--- src/hw/rtl/jcs_pkg.sv ---
`timescale 1ns / 1ps

package jcs_pkg;

    // character codes
    localparam logic [7:0] CH_QUOTE  = 8'h22;
    localparam logic [7:0] CH_BSLASH = 8'h5C;
    localparam logic [7:0] CH_SLASH  = 8'h2F;
    localparam logic [7:0] CH_STAR   = 8'h2A;
    localparam logic [7:0] CH_NL     = 8'h0A;

    // scan mode codes
    localparam logic [2:0] MODE_NORMAL     = 3'd0;
    localparam logic [2:0] MODE_STR        = 3'd1;
    localparam logic [2:0] MODE_STR_ESC    = 3'd2;
    localparam logic [2:0] MODE_SLASH      = 3'd3;
    localparam logic [2:0] MODE_LINE       = 3'd4;
    localparam logic [2:0] MODE_BLOCK      = 3'd5;
    localparam logic [2:0] MODE_BLOCK_STAR = 3'd6;

    // result queue geometry
    localparam int QDEPTH = 4;
    localparam int QAW    = $clog2(QDEPTH);

    typedef struct packed {
        logic [7:0] out_byte;
        logic       has_byte;
        logic       end_of_stream;
    } t_result;

    // what one input beat produces
    typedef struct packed {
        logic [2:0] next_mode;
        logic [1:0] count;
        t_result    res0;
        t_result    res1;
    } t_scan;

endpackage

--- src/hw/rtl/jcs_scan.sv ---
`timescale 1ns / 1ps

module jcs_scan (
    input  logic [2:0]    i_mode,
    input  logic [7:0]    i_byte,
    input  logic          i_last,
    output jcs_pkg::t_scan o_scan
);
    import jcs_pkg::*;

    logic [2:0] mode;
    logic [1:0] cnt;
    t_result    r0;
    t_result    r1;

    always_comb begin
        mode = i_mode;
        cnt  = 2'd0;
        r0   = '0;
        r1   = '0;

        unique case (i_mode)
            MODE_STR: begin
                r0  = '{out_byte: i_byte, has_byte: 1'b1, end_of_stream: 1'b0};
                cnt = 2'd1;
                if (i_byte == CH_BSLASH) begin
                    mode = MODE_STR_ESC;
                end else if (i_byte == CH_QUOTE) begin
                    mode = MODE_NORMAL;
                end
            end
            MODE_STR_ESC: begin
                r0   = '{out_byte: i_byte, has_byte: 1'b1, end_of_stream: 1'b0};
                cnt  = 2'd1;
                mode = MODE_STR;
            end
            MODE_SLASH: begin
                if (i_byte == CH_SLASH) begin
                    mode = MODE_LINE;
                end else if (i_byte == CH_STAR) begin
                    mode = MODE_BLOCK;
                end else begin
                    // held slash released, then the byte as plain text
                    r0  = '{out_byte: CH_SLASH, has_byte: 1'b1, end_of_stream: 1'b0};
                    cnt = 2'd1;
                    if (i_byte == CH_SLASH && !i_last) begin
                        mode = MODE_SLASH;
                    end else begin
                        r1   = '{out_byte: i_byte, has_byte: 1'b1, end_of_stream: 1'b0};
                        cnt  = 2'd2;
                        mode = (i_byte == CH_QUOTE) ? MODE_STR : MODE_NORMAL;
                    end
                end
            end
            MODE_LINE: begin
                if (i_byte == CH_NL) begin
                    r0   = '{out_byte: i_byte, has_byte: 1'b1, end_of_stream: 1'b0};
                    cnt  = 2'd1;
                    mode = MODE_NORMAL;
                end
            end
            MODE_BLOCK: begin
                if (i_byte == CH_STAR) begin
                    mode = MODE_BLOCK_STAR;
                end
            end
            MODE_BLOCK_STAR: begin
                if (i_byte == CH_SLASH) begin
                    mode = MODE_NORMAL;
                end else if (i_byte != CH_STAR) begin
                    mode = MODE_BLOCK;
                end
            end
            default: begin
                // normal text, also the unused code
                if (i_byte == CH_SLASH && !i_last) begin
                    mode = MODE_SLASH;
                end else begin
                    r0   = '{out_byte: i_byte, has_byte: 1'b1, end_of_stream: 1'b0};
                    cnt  = 2'd1;
                    mode = (i_byte == CH_QUOTE) ? MODE_STR : MODE_NORMAL;
                end
            end
        endcase

        // end of stream marking
        if (i_last) begin
            if (cnt == 2'd2) begin
                r1.end_of_stream = 1'b1;
            end else if (cnt == 2'd1) begin
                r0.end_of_stream = 1'b1;
            end else begin
                r0  = '{out_byte: 8'd0, has_byte: 1'b0, end_of_stream: 1'b1};
                cnt = 2'd1;
            end
            mode = MODE_NORMAL;
        end
    end

    assign o_scan = '{next_mode: mode, count: cnt, res0: r0, res1: r1};

endmodule

--- src/hw/rtl/jsonc_comment_stripper.sv ---
`timescale 1ns / 1ps

// jsonc comment stripper
// input channel: i_valid / o_ready with i_in_byte and i_last_byte, one text
// byte per beat; i_last_byte marks the final byte of a stream.
// output channel: o_valid / i_ready with o_out_byte, o_has_byte and
// o_end_of_stream. comment bytes produce no beat; a slash is held until the
// next byte shows whether it opens a comment, so one input beat gives zero,
// one or two output beats. the last input byte always gives a beat with
// o_end_of_stream set, with o_has_byte low if no data came with it.
// a result is registered into the result queue when its input beat is
// accepted, and is offered once the results queued ahead of it have left.
// throughput: one input beat per cycle while the output side takes a beat
// per cycle and o_ready stays high; the four-entry result queue sets this,
// and o_ready is high while at least two entries are free.
// a stalled receiver lets the queue take three or four entries, then o_ready
// stays low until it drains; nothing is lost.
// reset (synchronous, active low) empties the queue and returns the scanner
// to normal text mode.
module jsonc_comment_stripper (
    input  logic       i_clk,
    input  logic       i_rst_n,
    input  logic       i_valid,
    output logic       o_ready,
    input  logic [7:0] i_in_byte,
    input  logic       i_last_byte,
    output logic       o_valid,
    input  logic       i_ready,
    output logic [7:0] o_out_byte,
    output logic       o_has_byte,
    output logic       o_end_of_stream
);
    import jcs_pkg::*;

    logic [2:0]   r_mode;
    t_scan        scan;
    t_result      r_queue [QDEPTH];
    logic [QAW-1:0] r_head;
    logic [QAW-1:0] r_tail;
    logic [QAW:0]   r_count;
    logic [QAW:0]   n_count;
    logic           in_acc;
    logic           out_acc;
    logic [QAW-1:0] tail_p1;

    assign o_ready = (r_count <= (QAW+1)'(QDEPTH - 2));
    assign o_valid = (r_count != '0);
    assign in_acc  = i_valid && o_ready;
    assign out_acc = o_valid && i_ready;
    assign tail_p1 = r_tail + 1'b1;

    jcs_scan u_scan (
        .i_mode (r_mode),
        .i_byte (i_in_byte),
        .i_last (i_last_byte),
        .o_scan (scan)
    );

    // scan mode
    always_ff @(posedge i_clk) begin
        if (!i_rst_n) begin
            r_mode <= MODE_NORMAL;
        end else if (in_acc) begin
            r_mode <= scan.next_mode;
        end
    end

    // result queue storage
    always_ff @(posedge i_clk) begin
        if (in_acc) begin
            if (scan.count != 2'd0) begin
                r_queue[r_tail] <= scan.res0;
            end
            if (scan.count == 2'd2) begin
                r_queue[tail_p1] <= scan.res1;
            end
        end
    end

    // queue occupancy
    always_comb begin
        n_count = r_count;
        if (out_acc) begin
            n_count = n_count - 1'b1;
        end
        if (in_acc) begin
            n_count = n_count + (QAW+1)'(scan.count);
        end
    end

    // queue pointers
    always_ff @(posedge i_clk) begin
        if (!i_rst_n) begin
            r_head  <= '0;
            r_tail  <= '0;
            r_count <= '0;
        end else begin
            r_count <= n_count;
            if (out_acc) begin
                r_head <= r_head + 1'b1;
            end
            if (in_acc) begin
                r_tail <= r_tail + QAW'(scan.count);
            end
        end
    end

    assign o_out_byte      = r_queue[r_head].out_byte;
    assign o_has_byte      = r_queue[r_head].has_byte;
    assign o_end_of_stream = r_queue[r_head].end_of_stream;

`ifndef ASSERT_OFF
    a_count_bound: assert property (@(posedge i_clk) disable iff (!i_rst_n)
        r_count <= (QAW+1)'(QDEPTH))
        else $error("result queue overflow");

    a_last_resets_mode: assert property (@(posedge i_clk) disable iff (!i_rst_n)
        (in_acc && i_last_byte) |=> (r_mode == MODE_NORMAL))
        else $error("mode not normal after last byte");

    a_last_gives_result: assert property (@(posedge i_clk) disable iff (!i_rst_n)
        (in_acc && i_last_byte) |=> o_valid)
        else $error("last byte produced no result");

    a_ptr_consistent: assert property (@(posedge i_clk) disable iff (!i_rst_n)
        (QAW'(r_head + QAW'(r_count)) == r_tail))
        else $error("queue pointers disagree with count");
`endif

endmodule
--- config.mk ---
export PLATFORM = sky130hd
export DESIGN_NAME = jsonc_comment_stripper
export DESIGN_NICKNAME = d
export VERILOG_FILES = /design/src/hw/rtl/jcs_pkg.sv /design/src/hw/rtl/jcs_scan.sv /design/src/hw/rtl/jsonc_comment_stripper.sv
export SDC_FILE = /design/constraint.sdc
export NUM_CORES = 1
export LEC_CHECK = 0
export BUFFER_PORTS_ARGS = -buffer_cell sky130_fd_sc_hd__clkbuf_2
export CAP_MARGIN = 20
export CORE_MARGIN = 5
export CORE_UTILIZATION = 60
export CTS_BUF_LIST = sky130_fd_sc_hd__clkbuf_8
export DETAILED_ROUTE_END_ITERATION = 10
export PLACE_DENSITY = 0.89
export SETUP_SLACK_MARGIN = 0.1
export SYNTH_ARGS = -nofsm -noshare
export SYNTH_HDL_FRONTEND = slang
export SYNTH_SLANG_ARGS = --single-unit
export TNS_END_PERCENT = 30
--- constraint.sdc ---
create_clock -name i_clk -period 3.9 [get_ports i_clk]
set_input_delay 0.39 -clock i_clk [delete_from_list [all_inputs] [get_ports i_clk]]
set_output_delay 0.39 -clock i_clk [all_outputs]
set_load 0.1 [all_outputs]
==> run summary <==
Status - finished clean
WL/cell - 17.1 um
Fin. Hold Viols - 0
Total power - 1.90 mW
Skew final - 0.00385 ns
# rows - 25
Synth Instances - 262
RD Place Congestion - 0.974
Area Growth Syn to Fin - 8.29%
Synth async-reset ratio - 0
Drt total wl - 5.78 mm
DR vias/cell - 6.27
RR Endpoint - r_count[1]$_SDFF_PN0_
DR pass1 iterations - 5
Post-synth EDFFs - 40
Most used flip-flop cell after synthesis - edfxtp_1
Fmax - 338 MHz
Largest net degree at the start of global routing - 17
Largest area contributor in the netlist - edfxtp_1
Worst IR Drop VDD - 0.000409 V
Max Fanout on Critical Path - 16
Longest Clk Path Bufs - 2
Final setup viols - 0
Die height - 79.1 um
# fillers - 345
IO Pins - 25
R2R setup slack - 0.94 ns
Initial antenna violation count - 0
Critical path arrival - 3.19 ns
Die X - 79.1 um
Slew HR - 0.421
Hold crit path type - in -> reg
Initial core utilization - 0.611
HP Start - i_rst_n
Die Area - 6260 sq um
Clock transition at path regs - 0.09 ns
Top cells by count, synth - edfxtp_1, nand2_1, nor2_1, o21ai_0
Clock root cell - clkbuf_8
Via Count - 2,113
Area of the core - 4690 sq um
Synthesis warning total - 0
Gr usage total - 0.203
CP Class - reg -> reg
Critical Path Sink Type - flip-flop
Hold Path Sink - r_mode[0]$_SDFFE_PN0P_
Max Cap Viol - 0
Mapped Nets - 281
Power per cell area - 612 nW/um^2
CP Data Required Time - 4.13 ns
Worst reg-to-reg path cell count - 8
Setup_tns - 0 ns
Hold Path Depth - 3
Fin crit share - 0.759
Drt first-iter violations - 296
Mapped Area - 2870 sq um
Postcts setup bufs - 0
Final worst path period need - 2.96 ns
DPL Wire Length - 4.21 mm
Crit start category - flip-flop
H-Tree Depth - 2
Avg Inst Size Synth - 10.9 sq um
Largest cells by area after synthesis - edfxtp_1, dfxtp_1, mux4_2
Placed Instances - 329
Count leader, synth - edfxtp_1
CTS hold repair buffers - 0
RSZ-0062 raised after global routing - no
Residual DRC - 0
Layout cell share with drive strength beyond 1 - 0.173
CTS tree - done
Sequential cell area - 1440 sq um
Top cell type's share of synthesized area - 0.419
GR Overflow Total - 0
RR Startpoint - r_mode[0]$_SDFFE_PN0P_
Non-Filler Instances - 337
Vias in the first global route - 2,019
Final Max Slew Viols - 0
Multi-input logic area - 1320 sq um
Post-CTS sizing - 0
Worst-Margin Slew - 0.865 ns
Yosys reg bits - 52
Hold WS - 0.368 ns
Clock sink count - 52
Port bufs - 24
Skew-Pair Late Insertion Delay - 0.30 ns
Post-route ant nets - 0
CTS buffer count - 5
Sequential share of the synthesized area - 0.503
Nets - 301
Distinct cells, synth - 50
Antenna cells - 0
Leakage - 1.10 nW
First-pass GRT wire length - 9.85 mm
worst max-delay path by stage:
stage	start	to	cells after the start
6_report	r_mode[0]$_SDFFE_PN0P_	r_count[1]$_SDFF_PN0_	8
5_1_grt	r_mode[0]$_SDFFE_PN0P_	r_count[2]$_SDFF_PN0_	9
4_1_cts	r_mode[0]$_SDFFE_PN0P_	r_count[1]$_SDFF_PN0_	8
3_5_place_dp	i_in_byte[4]	r_count[1]$_SDFF_PN0_	9
3_3_place_gp	i_in_byte[4]	r_count[1]$_SDFF_PN0_	9
2_1_floorplan	r_count[0]$_SDFF_PN0_	r_count[2]$_SDFF_PN0_	10
per-layer routing:
layer / vias up / GRT usage / wire, um
met5: - / 0 / 0
li1: 1004 / - / -
met1: 1018 / 0.257 / 2500
met2: 78 / 0.344 / 2860
met4: 0 / 0.0876 / 138
met3: 13 / 0.0306 / 273
metrics by stage:
step	cell area, sq um	utilization	setup WS (ns)
final	3110	0.662	0.940
after global routing	3110	0.662	0.701
after CTS	3110	0.662	0.964
after detailed placement	3020	0.644	0.969
after global placement	3020	0.644	1.05
after floorplan	2870	-	1.22
cell families (layout without fill, tap and decap cells):
group / after synthesis / count (layout) / synth area share
fa+ha+maj: 6 / 6 / 0.0288
flops: 52 / 52 / 0.503
xor+xnor: 9 / 9 / 0.0275
buf+inv: 26 / 47 / 0.0366
simple gates: 105 / 105 / 0.191
compound gates: 50 / 50 / 0.121
mux: 14 / 14 / 0.0925
critical path, cell delays in order, from the launching register on:
cell and delay, ns:
dfxtp_1 0.67, nand2_1 0.24, a311o_1 0.51, inv_1 0.36, a21boi_0 0.21, ha_1 0.25
fa_1 0.48, nand2_1 0.05, a21oi_1 0.12
state kept, by name (all words and copies together), names as in the netlist, named ones only:
name	cells
r_queue	40
r_count	3
r_mode	3
r_tail	2
r_head	2
power by group:
part / leakage, nW / total, mW / switching, mW / internal [mW]
clock: 0.0430 / 0.288 / 0.166 / 0.122
combinational: 0.596 / 0.877 / 0.658 / 0.219
sequential: 0.458 / 0.734 / 0.0600 / 0.674
cell usage in the layout (no fill, tap or decap), types with 3 or more instances in the layout:
master    Yosys  layout
mux2i_1       4       4
dfxtp_1      12      12
nand2_1      32      32
nand4_1       3       3
nand3_1       7       7
a21oi_1       7       7
o21ai_0      14      14
and2_1       12      12
clkbuf_8      0       5
o31ai_1       4       4
xnor2_1       7       7
nor2b_1      11      11
mux4_2       10      10
buf_4         0       4
nor3_1        9       9
a21o_1        3       3
clkbuf_2      1      24
nor2_1       15      15
edfxtp_1     40      40
inv_1        10      11
or3_1         4       4
o21a_1        4       4
ha_1          5       5
layout make-up:
cell class | instances | area share
Tap cell | 54 | 0.0218
Multi-Input combinational cell | 184 | 0.425
Sequential cell | 52 | 0.464
Clock buffer | 5 | 0.0222
Clock inverter | 3 | 0.00483
Inverter | 11 | 0.0133
Timing Repair Buffer | 28 | 0.0483
No activity file was read; power rests on OpenSTA's default activity.
